==> src/hdl/lac_pkg.sv <==
// Shared types, constants and the loop classifier for the loop average block.
`timescale 1ns / 1ps
`default_nettype none

package lac_pkg;

    localparam int SAMPLES_LOG2 = 4;
    localparam int NUM_LOOPS    = 4;

    localparam int RAW_W   = 12;
    localparam int MV_W    = 12;
    localparam int ACC_W   = MV_W + SAMPLES_LOG2;
    localparam int CNT_W   = (SAMPLES_LOG2 > 0) ? SAMPLES_LOG2 : 1;
    localparam int CH_W    = (NUM_LOOPS > 1) ? $clog2(NUM_LOOPS) : 1;
    localparam int SAMPLES = 1 << SAMPLES_LOG2;
    localparam int OUT_LOOPS = 4;

    // raw * 804 / 1000 as a multiply by 0.804 * 2^24, rounded up, then shift.
    // The error stays below 1e-4 over all 12-bit inputs, while the true
    // fraction never exceeds 0.996, so the floor is exact.
    localparam int             SCALE_SHIFT = 24;
    localparam logic [23:0]    SCALE_RECIP = 24'd13488882;
    localparam int             PROD_W      = RAW_W + SCALE_SHIFT;

    localparam logic [11:0] BREAK_RST  = 12'd200;
    localparam logic [11:0] CLOSED_RST = 12'd1000;
    localparam logic [11:0] SHORT_RST  = 12'd2500;

    typedef enum logic [1:0] {
        REG_BREAK  = 2'd0,
        REG_CLOSED = 2'd1,
        REG_SHORT  = 2'd2
    } reg_index_t;

    typedef enum logic [1:0] {
        ST_OPEN   = 2'd0,
        ST_CLOSED = 2'd1,
        ST_BREAK  = 2'd2,
        ST_SHORT  = 2'd3
    } loop_state_t;

    typedef struct packed {
        logic [11:0] break_below;
        logic [11:0] closed_from;
        logic [11:0] short_above;
    } thresh_t;

    typedef struct packed {
        logic [3:0]                    kinds;
        loop_state_t [OUT_LOOPS-1:0]   loop_st;
        logic                          states_valid;
        logic [MV_W-1:0]               average_mv;
        logic [1:0]                    average_channel;
        logic                          average_valid;
        logic [1:0]                    sample_channel;
    } result_t;

    function automatic loop_state_t lac_classify(logic [MV_W-1:0] v, thresh_t t);
        loop_state_t s;
        if (v >= t.break_below && v < t.closed_from)
            s = ST_OPEN;
        else if (v >= t.closed_from && v <= t.short_above)
            s = ST_CLOSED;
        else if (v < t.break_below)
            s = ST_BREAK;
        else
            s = ST_SHORT;
        return s;
    endfunction

endpackage

`default_nettype wire

==> src/hdl/lac_cfg.sv <==
// APB register file holding the three classification thresholds.
`timescale 1ns / 1ps
`default_nettype none

module lac_cfg
    import lac_pkg::*;
(
    input  wire logic        clk,
    input  wire logic        rst_n,
    input  wire logic        psel,
    input  wire logic        penable,
    input  wire logic        pwrite,
    input  wire logic [3:0]  paddr,
    input  wire logic [31:0] pwdata,
    output logic [31:0]      prdata,
    output logic             pready,
    output thresh_t          thresh
);

    thresh_t    thresh_reg;
    logic       wr_en;
    reg_index_t idx;

    assign pready = 1'b1;
    assign wr_en  = psel & penable & pwrite & pready;
    assign idx    = reg_index_t'(paddr[3:2]);
    assign thresh = thresh_reg;

    always_ff @(posedge clk or negedge rst_n)
    begin
        if (!rst_n)
        begin
            thresh_reg.break_below <= BREAK_RST;
            thresh_reg.closed_from <= CLOSED_RST;
            thresh_reg.short_above <= SHORT_RST;
        end
        else if (wr_en)
        begin
            case (idx)
                REG_BREAK:  thresh_reg.break_below <= pwdata[11:0];
                REG_CLOSED: thresh_reg.closed_from <= pwdata[11:0];
                REG_SHORT:  thresh_reg.short_above <= pwdata[11:0];
                default:    ;
            endcase
        end
    end

    always_comb
    begin
        case (idx)
            REG_BREAK:  prdata = {20'd0, thresh_reg.break_below};
            REG_CLOSED: prdata = {20'd0, thresh_reg.closed_from};
            REG_SHORT:  prdata = {20'd0, thresh_reg.short_above};
            default:    prdata = 32'd0;
        endcase
    end

endmodule

`default_nettype wire

==> src/hdl/lac_scale.sv <==
// Input register and millivolt scaling stage.
`timescale 1ns / 1ps
`default_nettype none

module lac_scale
    import lac_pkg::*;
(
    input  wire logic             clk,
    input  wire logic             rst_n,
    input  wire logic             in_valid,
    output logic                  in_ready,
    input  wire logic [RAW_W-1:0] in_raw,
    output logic                  out_valid,
    input  wire logic             out_ready,
    output logic [MV_W-1:0]       out_mv
);

    logic              a_valid_reg;
    logic [RAW_W-1:0]  raw_reg;
    logic              b_valid_reg;
    logic [MV_W-1:0]   mv_reg;
    logic              a_adv;
    logic              b_adv;
    logic [PROD_W-1:0] prod;
    logic [MV_W-1:0]   mv_next;

    // each stage moves when the one after it is empty or moving
    assign b_adv    = !b_valid_reg || out_ready;
    assign a_adv    = !a_valid_reg || b_adv;
    assign in_ready = a_adv;

    assign prod    = PROD_W'(raw_reg) * PROD_W'(SCALE_RECIP);
    assign mv_next = prod[SCALE_SHIFT +: MV_W];

    assign out_valid = b_valid_reg;
    assign out_mv    = mv_reg;

    always_ff @(posedge clk or negedge rst_n)
    begin
        if (!rst_n)
        begin
            a_valid_reg <= 1'b0;
            b_valid_reg <= 1'b0;
        end
        else
        begin
            if (a_adv)
                a_valid_reg <= in_valid;
            if (b_adv)
                b_valid_reg <= a_valid_reg;
        end
    end

    always_ff @(posedge clk)
    begin
        if (a_adv && in_valid)
            raw_reg <= in_raw;
        if (b_adv && a_valid_reg)
            mv_reg <= mv_next;
    end

endmodule

`default_nettype wire

==> src/hdl/lac_avg.sv <==
// Accumulate, per-channel average, loop classification and result register.
`timescale 1ns / 1ps
`default_nettype none

module lac_avg
    import lac_pkg::*;
(
    input  wire logic            clk,
    input  wire logic            rst_n,
    input  wire thresh_t         thresh,
    input  wire logic            in_valid,
    output logic                 in_ready,
    input  wire logic [MV_W-1:0] in_mv,
    output logic                 out_valid,
    input  wire logic            out_ready,
    output result_t              out_res
);

    logic [ACC_W-1:0] acc_reg, acc_next;
    logic [CNT_W-1:0] cnt_reg, cnt_next;
    logic [CH_W-1:0]  ch_reg, ch_next;
    logic [MV_W-1:0]  avg_reg  [NUM_LOOPS];
    logic [MV_W-1:0]  avg_next [NUM_LOOPS];
    loop_state_t      st_reg   [NUM_LOOPS];
    loop_state_t      st_next  [NUM_LOOPS];
    logic             ovalid_reg;
    result_t          res_reg, res_next;
    logic             fire;
    logic [ACC_W-1:0] acc_sum;
    logic [MV_W-1:0]  avg_new;
    logic             done;
    logic             last;

    assign in_ready  = !ovalid_reg || out_ready;
    assign fire      = in_valid && in_ready;
    assign out_valid = ovalid_reg;
    assign out_res   = res_reg;

    assign acc_sum = acc_reg + ACC_W'(in_mv);
    assign avg_new = acc_sum[ACC_W-1 -: MV_W];
    assign done    = (cnt_reg == CNT_W'(SAMPLES - 1));
    assign last    = (ch_reg == CH_W'(NUM_LOOPS - 1));

    always_comb
    begin
        acc_next = done ? '0 : acc_sum;
        cnt_next = done ? '0 : cnt_reg + CNT_W'(1);
        if (done)
            ch_next = last ? '0 : ch_reg + CH_W'(1);
        else
            ch_next = ch_reg;

        for (int i = 0; i < NUM_LOOPS; i++)
        begin
            avg_next[i] = (done && ch_reg == CH_W'(i)) ? avg_new : avg_reg[i];
        end
        // a full round reclassifies every loop, including the one just done
        for (int i = 0; i < NUM_LOOPS; i++)
        begin
            st_next[i] = (done && last) ? lac_classify(avg_next[i], thresh) : st_reg[i];
        end
    end

    always_comb
    begin
        res_next                 = '0;
        res_next.sample_channel  = 2'(ch_next);
        res_next.average_valid   = done;
        res_next.average_channel = done ? 2'(ch_reg) : 2'd0;
        res_next.average_mv      = done ? avg_new : '0;
        res_next.states_valid    = done && last;
        for (int i = 0; i < OUT_LOOPS; i++)
        begin
            res_next.loop_st[i] = ST_OPEN;
        end
        for (int i = 0; i < NUM_LOOPS; i++)
        begin
            if (i < OUT_LOOPS)
                res_next.loop_st[i] = st_next[i];
            res_next.kinds[st_next[i]] = 1'b1;
        end
    end

    always_ff @(posedge clk or negedge rst_n)
    begin
        if (!rst_n)
        begin
            acc_reg    <= '0;
            cnt_reg    <= '0;
            ch_reg     <= '0;
            ovalid_reg <= 1'b0;
            for (int i = 0; i < NUM_LOOPS; i++)
            begin
                avg_reg[i] <= '0;
                st_reg[i]  <= ST_OPEN;
            end
        end
        else
        begin
            if (in_ready)
                ovalid_reg <= in_valid;
            if (fire)
            begin
                acc_reg <= acc_next;
                cnt_reg <= cnt_next;
                ch_reg  <= ch_next;
                for (int i = 0; i < NUM_LOOPS; i++)
                begin
                    avg_reg[i] <= avg_next[i];
                    st_reg[i]  <= st_next[i];
                end
            end
        end
    end

    always_ff @(posedge clk)
    begin
        if (fire)
            res_reg <= res_next;
    end

endmodule

`default_nettype wire

==> src/hdl/loop_average_and_line_classify.sv <==
// Top level: alarm loop sample averaging and line state classification.
//
//  channel   dir  payload                                        transaction
//  s_axis    in   tdata[11:0] raw sample                         tvalid & tready
//  m_axis    out  tdata: channel, average, loop states, kinds    tvalid & tready
//                 tuser: average_valid, states_valid
//  apb       in   thresholds at 0x0, 0x4, 0x8 (12 bits each)     psel & penable & pready
//
// One sample per cycle sustained while m_axis is not stalled; a sample's result
// passes the input register, the scaling multiplier register, then the
// accumulate/classify result register before it appears on m_axis.
// Reset clears the pipeline, accumulator, sample count, channel, averages and
// loop states, and loads thresholds 200 / 1000 / 2500 mV.
// With m_axis_tready low the output holds; up to three samples queue in the
// pipeline before s_axis_tready drops.
`timescale 1ns / 1ps
`default_nettype none

module loop_average_and_line_classify
    import lac_pkg::*;
(
    input  wire logic        clk,
    input  wire logic        rst_n,
    input  wire logic        s_axis_tvalid,
    output logic             s_axis_tready,
    input  wire logic [15:0] s_axis_tdata,  // [11:0] sample
    output logic             m_axis_tvalid,
    input  wire logic        m_axis_tready,
    // [1:0] sample_channel, [3:2] average_channel, [15:4] average_mv,
    // [17:16] loop0_state, [19:18] loop1_state, [21:20] loop2_state,
    // [23:22] loop3_state, [27:24] kinds_present, [31:28] zero
    output logic [31:0]      m_axis_tdata,
    output logic [1:0]       m_axis_tuser,  // [0] average_valid, [1] states_valid
    input  wire logic        psel,
    input  wire logic        penable,
    input  wire logic        pwrite,
    input  wire logic [3:0]  paddr,
    input  wire logic [31:0] pwdata,
    output logic [31:0]      prdata,
    output logic             pready
);

    thresh_t         thresh;
    logic            mv_valid;
    logic            mv_ready;
    logic [MV_W-1:0] mv;
    result_t         res;

    lac_cfg u_cfg (
        .clk     (clk),
        .rst_n   (rst_n),
        .psel    (psel),
        .penable (penable),
        .pwrite  (pwrite),
        .paddr   (paddr),
        .pwdata  (pwdata),
        .prdata  (prdata),
        .pready  (pready),
        .thresh  (thresh)
    );

    lac_scale u_scale (
        .clk       (clk),
        .rst_n     (rst_n),
        .in_valid  (s_axis_tvalid),
        .in_ready  (s_axis_tready),
        .in_raw    (s_axis_tdata[RAW_W-1:0]),
        .out_valid (mv_valid),
        .out_ready (mv_ready),
        .out_mv    (mv)
    );

    lac_avg u_avg (
        .clk       (clk),
        .rst_n     (rst_n),
        .thresh    (thresh),
        .in_valid  (mv_valid),
        .in_ready  (mv_ready),
        .in_mv     (mv),
        .out_valid (m_axis_tvalid),
        .out_ready (m_axis_tready),
        .out_res   (res)
    );

    assign m_axis_tdata = {4'd0, res.kinds,
                           res.loop_st[3], res.loop_st[2], res.loop_st[1], res.loop_st[0],
                           res.average_mv, res.average_channel, res.sample_channel};
    assign m_axis_tuser = {res.states_valid, res.average_valid};

    // a full round only completes on the last channel and wraps back to channel 0
    a_round_end: assert property (@(posedge clk) disable iff (!rst_n)
        m_axis_tvalid && m_axis_tuser[1] |->
            m_axis_tuser[0] && m_axis_tdata[3:2] == 2'(NUM_LOOPS - 1)
            && m_axis_tdata[1:0] == 2'd0)
        else $error("states update without a completed last channel");

    // every loop has some state, so the kinds mask is never empty
    a_kinds: assert property (@(posedge clk) disable iff (!rst_n)
        m_axis_tvalid |-> m_axis_tdata[27:24] != 4'd0)
        else $error("empty kinds_present mask");

    a_avg_idle: assert property (@(posedge clk) disable iff (!rst_n)
        m_axis_tvalid && !m_axis_tuser[0] |->
            m_axis_tdata[15:4] == 12'd0 && m_axis_tdata[3:2] == 2'd0)
        else $error("average fields set without a completed average");

    a_avg_range: assert property (@(posedge clk) disable iff (!rst_n)
        m_axis_tvalid |-> m_axis_tdata[15:4] <= 12'd3292)
        else $error("average above full-scale millivolts");

endmodule

`default_nettype wire
==> config.mk <==
export PLATFORM = sky130hd
export DESIGN_NAME = loop_average_and_line_classify
export DESIGN_NICKNAME = d
export VERILOG_FILES = /design/src/hdl/lac_pkg.sv /design/src/hdl/lac_cfg.sv /design/src/hdl/lac_scale.sv /design/src/hdl/lac_avg.sv /design/src/hdl/loop_average_and_line_classify.sv
export SDC_FILE = /design/constraint.sdc
export NUM_CORES = 1
export LEC_CHECK = 0
export BUFFER_PORTS_ARGS = -buffer_cell sky130_fd_sc_hd__buf_2
export CAP_MARGIN = 15
export CORE_MARGIN = 4
export CORE_UTILIZATION = 35
export CTS_CLUSTER_SIZE = 24
export DETAILED_ROUTE_END_ITERATION = 16
export PLACE_DENSITY = 0.58
export SYNTH_ARGS = -nofsm -noshare
export SYNTH_HDL_FRONTEND = slang
export SYNTH_SLANG_ARGS = --single-unit
==> constraint.sdc <==
create_clock -name clk -period 6.4 [get_ports clk]
set_input_delay 0.64 -clock clk [delete_from_list [all_inputs] [get_ports clk]]
set_output_delay 0.64 -clock clk [all_outputs]
set_load 0.01 [all_outputs]
==> impl_metrics.py <==
metrics = {
    "layout": {
        "fin_area_mm2": 0.0168,
        "area_delta_synth_final_pct": 10.8,
        "fillers": 4254,
        "antenna_cells": 0,
        "finish.utilization_pct": 39.2,
        "largest_reg_flops": 48,
        "drive_above_1_share_pct": 11.5,
        "fin_nets": 2045,
    },
    "floorplanning": {
        "dieArea_mm2": 0.0468,
        "die_x_um": 216,
        "core_mm2": 0.0430,
        "initial_utilization_pct": 35.3,
        "ios": 128,
        "rows": 76,
        "fp.dieH_um": 216,
    },
    "clock_tree": {
        "tritoncts": "done",
        "cts_sinks": 171,
        "ctsResizeCount": 0,
        "clock_latency_ns": 0.47,
        "cts_hold_buf": 0,
        "clk_pin_slew_worst_paths_ns": 0.07,
        "post-cts-setup-buffer-count": 0,
        "cts-root-buf": "clkbuf_16",
        "htreeDepth": 4,
        "clk_path_buf_depth": 2,
        "cts_buffers": 17,
    },
    "yosys": {
        "synth_edf_count": 54,
        "syn-instance-count": 1556,
        "yosys_warnings": 0,
        "synth_cell_types": 68,
        "netlist_area_mm2": 0.0152,
        "synth_seq_cells": 171,
        "ys.flop_type": "dfrtp_1",
        "yosysSeqAreaShare_pct": 30.1,
        "async_reset_ff_share_pct": 68.4,
        "avgSynthCellArea_um2": 9.76,
    },
    "place": {
        "io_buffers": 76,
        "place_hpwl_mm": 32.0,
        "dpl_cell_area_mm2": 0.0162,
        "globalplace.congestion": 0.911,
    },
    "sta": {
        "rsz0062_at_grt": "no",
        "hold_viol": 0,
        "setup_viol": 0,
        "drv_slew": 0,
        "fmax_ghz": 0.182,
        "finClkSkew_ns": 0.0127,
        "worst_slew_pin_slew_ns": 0.981,
        "final.min_clock_period_ns": 5.49,
        "maxSlewHeadroom_pct": 34.5,
        "post-route-period-util_pct": 85.8,
        "final.setup.tns_ns": 0,
    },
    "drt": {
        "wire_per_inst_um": 17.8,
        "vias_per_cell": 5.03,
        "first_pass_iters": 5,
        "drt_wl_total_mm": 39.6,
        "vias": 11200,
        "detail-route-antenna-nets": 0,
        "drcViolationCount": 0,
        "drtIter0Drc": 522,
    },
    "setup_path": {
        "crit_path_end_kind": "flop",
        "path_max_fanout": 7,
        "crit_required_ns": 6.61,
        "arrival_ns": 5.71,
        "cp_slowest_cell": "fa_1",
        "cpPeakStageDelay_ns": 0.71,
        "r2r_slack_ns": 0.91,
        "crit_path_frequent_cell": "fa_1",
        "crit_chain": "fa_1 > inv_1 > fa_1 > fa_1 > fa_1 > fa_1 > inv_1 > ha_1 > a21oi_1 > o21ai_0 > a31oi_1 > o2111a_1 > nor2_1 > a211o_1 > a21oi_1 > xnor2_1",
        "crit_buf_inv": 2,
        "cp_top_family": "adder cells",
        "crit_type": "reg -> reg",
        "start_kind": "flop",
    },
    "worst_hold_path": {
        "hold_class": "in -> async",
    },
    "global_routing": {
        "grt_usage_pct": 17.5,
        "grt_max_degree": 66,
        "grt_pass1_wl_mm": 64.2,
        "antenna_found_initial": 0,
        "overflow": 0,
        "grt_pass1_vias": 11700,
    },
    "pwr": {
        "p_per_area_mw_per_mm2": 431,
        "p_leak_nw": 8.11,
        "ir_drop_uv": 205,
    },
    "run_status": {
        "status": "complete, no violations",
    },
    "job": {
        "maxCapViolCount": 0,
    },
}
-- cell type report --
cell class | count | area [µm²] | area share, %
inverter | 188 | 708 | 4.21
clock buffer | 22 | 497 | 2.95
clock inverter | 10 | 125 | 0.744
sequential | 171 | 4570 | 27.1
timing repair buffer | 93 | 510 | 3.03
multi-input combinational | 1162 | 9690 | 57.6
tap | 585 | 732 | 4.35
-- metrics by stage --
step                hold WS [ns]  cells  setup slack [ns]  total power [W]
floorplan                  0.344   1579              1.37          0.00467
global placement           0.459   2199             0.940          0.00606
detailed placement         0.467   2199             0.904          0.00619
CTS                        0.287   2231             0.879          0.00735
global route               0.315   2231             0.536          0.00802
finish                     0.285   2231             0.907          0.00726
-- final timing paths --
check | endpoint | cells after the start | from
max | u_scale.out_mv[11] | 16 | u_scale.raw_reg[9]
min | u_cfg.thresh[14] | 1 | rst_n
max reg2reg | u_scale.out_mv[11] | 16 | u_scale.raw_reg[9]
min reg2reg | u_avg.st_reg[2] | 2 | u_avg.st_reg[2]
max in group asynchronous | u_avg.acc_reg[8] | 2 | rst_n
min in group clk | u_scale.raw_reg[6] | 1 | s_axis_tdata[6]
-- cell usage in the layout (no fill, tap or decap), drive strengths merged, types with 7 or more instances in the layout --
cell type,Yosys,routed
ha,257,257
nand2,202,202
inv,188,194
o21ai,164,164
dfrtp,103,103
fa,96,96
buf,28,93
a21oi,86,86
edfxtp,54,54
nor2,42,42
nand4,38,38
conb,2,25
clkbuf,30,22
mux2,21,21
nand3,21,21
nor3,17,17
a21o,16,16
xnor2,16,16
nor2b,15,15
dfstp,14,14
o211ai,14,14
mux2i,12,12
nand2b,11,11
xor2,11,11
a211oi,9,9
o22ai,7,7
-- metal layers --
layer  track usage, %  share of wire [%]
met2             30.4                 50
met1             21.8                 44
met4             6.98                3.4
met5                0                  0
met3             2.90                3.5
-- logic make-up (layout without fill, tap and decap cells) --
group	Yosys count	count (layout)	share of synthesized area (%)
other	2	25	0.0495
buffers and inverters	246	313	6.74
adder cells (fa/ha/maj)	353	353	33.8
AO/OA/AOI/OAI	350	350	13.9
multiplexers	33	33	2.35
flip-flops	171	171	30.1
AND/OR/NAND/NOR	374	374	11.4
XOR/XNOR	27	27	1.66
-- synth_stat cells, types with 10 or more instances --
| cell | number | share of area (%) |
|---|---|---|
| ha_1 | 257 | 21 |
| nand2_1 | 201 | 5.0 |
| inv_1 | 182 | 4.5 |
| o21ai_0 | 158 | 5.2 |
| dfrtp_1 | 103 | 17 |
| fa_1 | 96 | 13 |
| a21oi_1 | 86 | 2.8 |
| edfxtp_1 | 54 | 11 |
| nor2_1 | 42 | 1.0 |
| nand4_1 | 38 | 1.6 |
| clkbuf_1 | 30 | 0.74 |
| buf_4 | 25 | 1.2 |
| mux2_2 | 21 | 1.6 |
| nand3_1 | 20 | 0.66 |
| nor3_1 | 17 | 0.56 |
| a21o_1 | 16 | 0.79 |
| nor2b_1 | 15 | 0.62 |
| xnor2_1 | 15 | 0.87 |
| dfstp_2 | 14 | 2.4 |
| mux2i_1 | 12 | 0.79 |
| nand2b_1 | 11 | 0.45 |
| o211ai_1 | 11 | 0.54 |
| xor2_1 | 10 | 0.58 |
-- report_power, final --
group	internal, W	switching [W]	total (W)
combinational	0.00178	0.00277	0.00454
sequential	0.00145	0.000153	0.00160
clock	0.000638	0.000470	0.00111
Note: power is estimated with default switching activity, not from simulation.
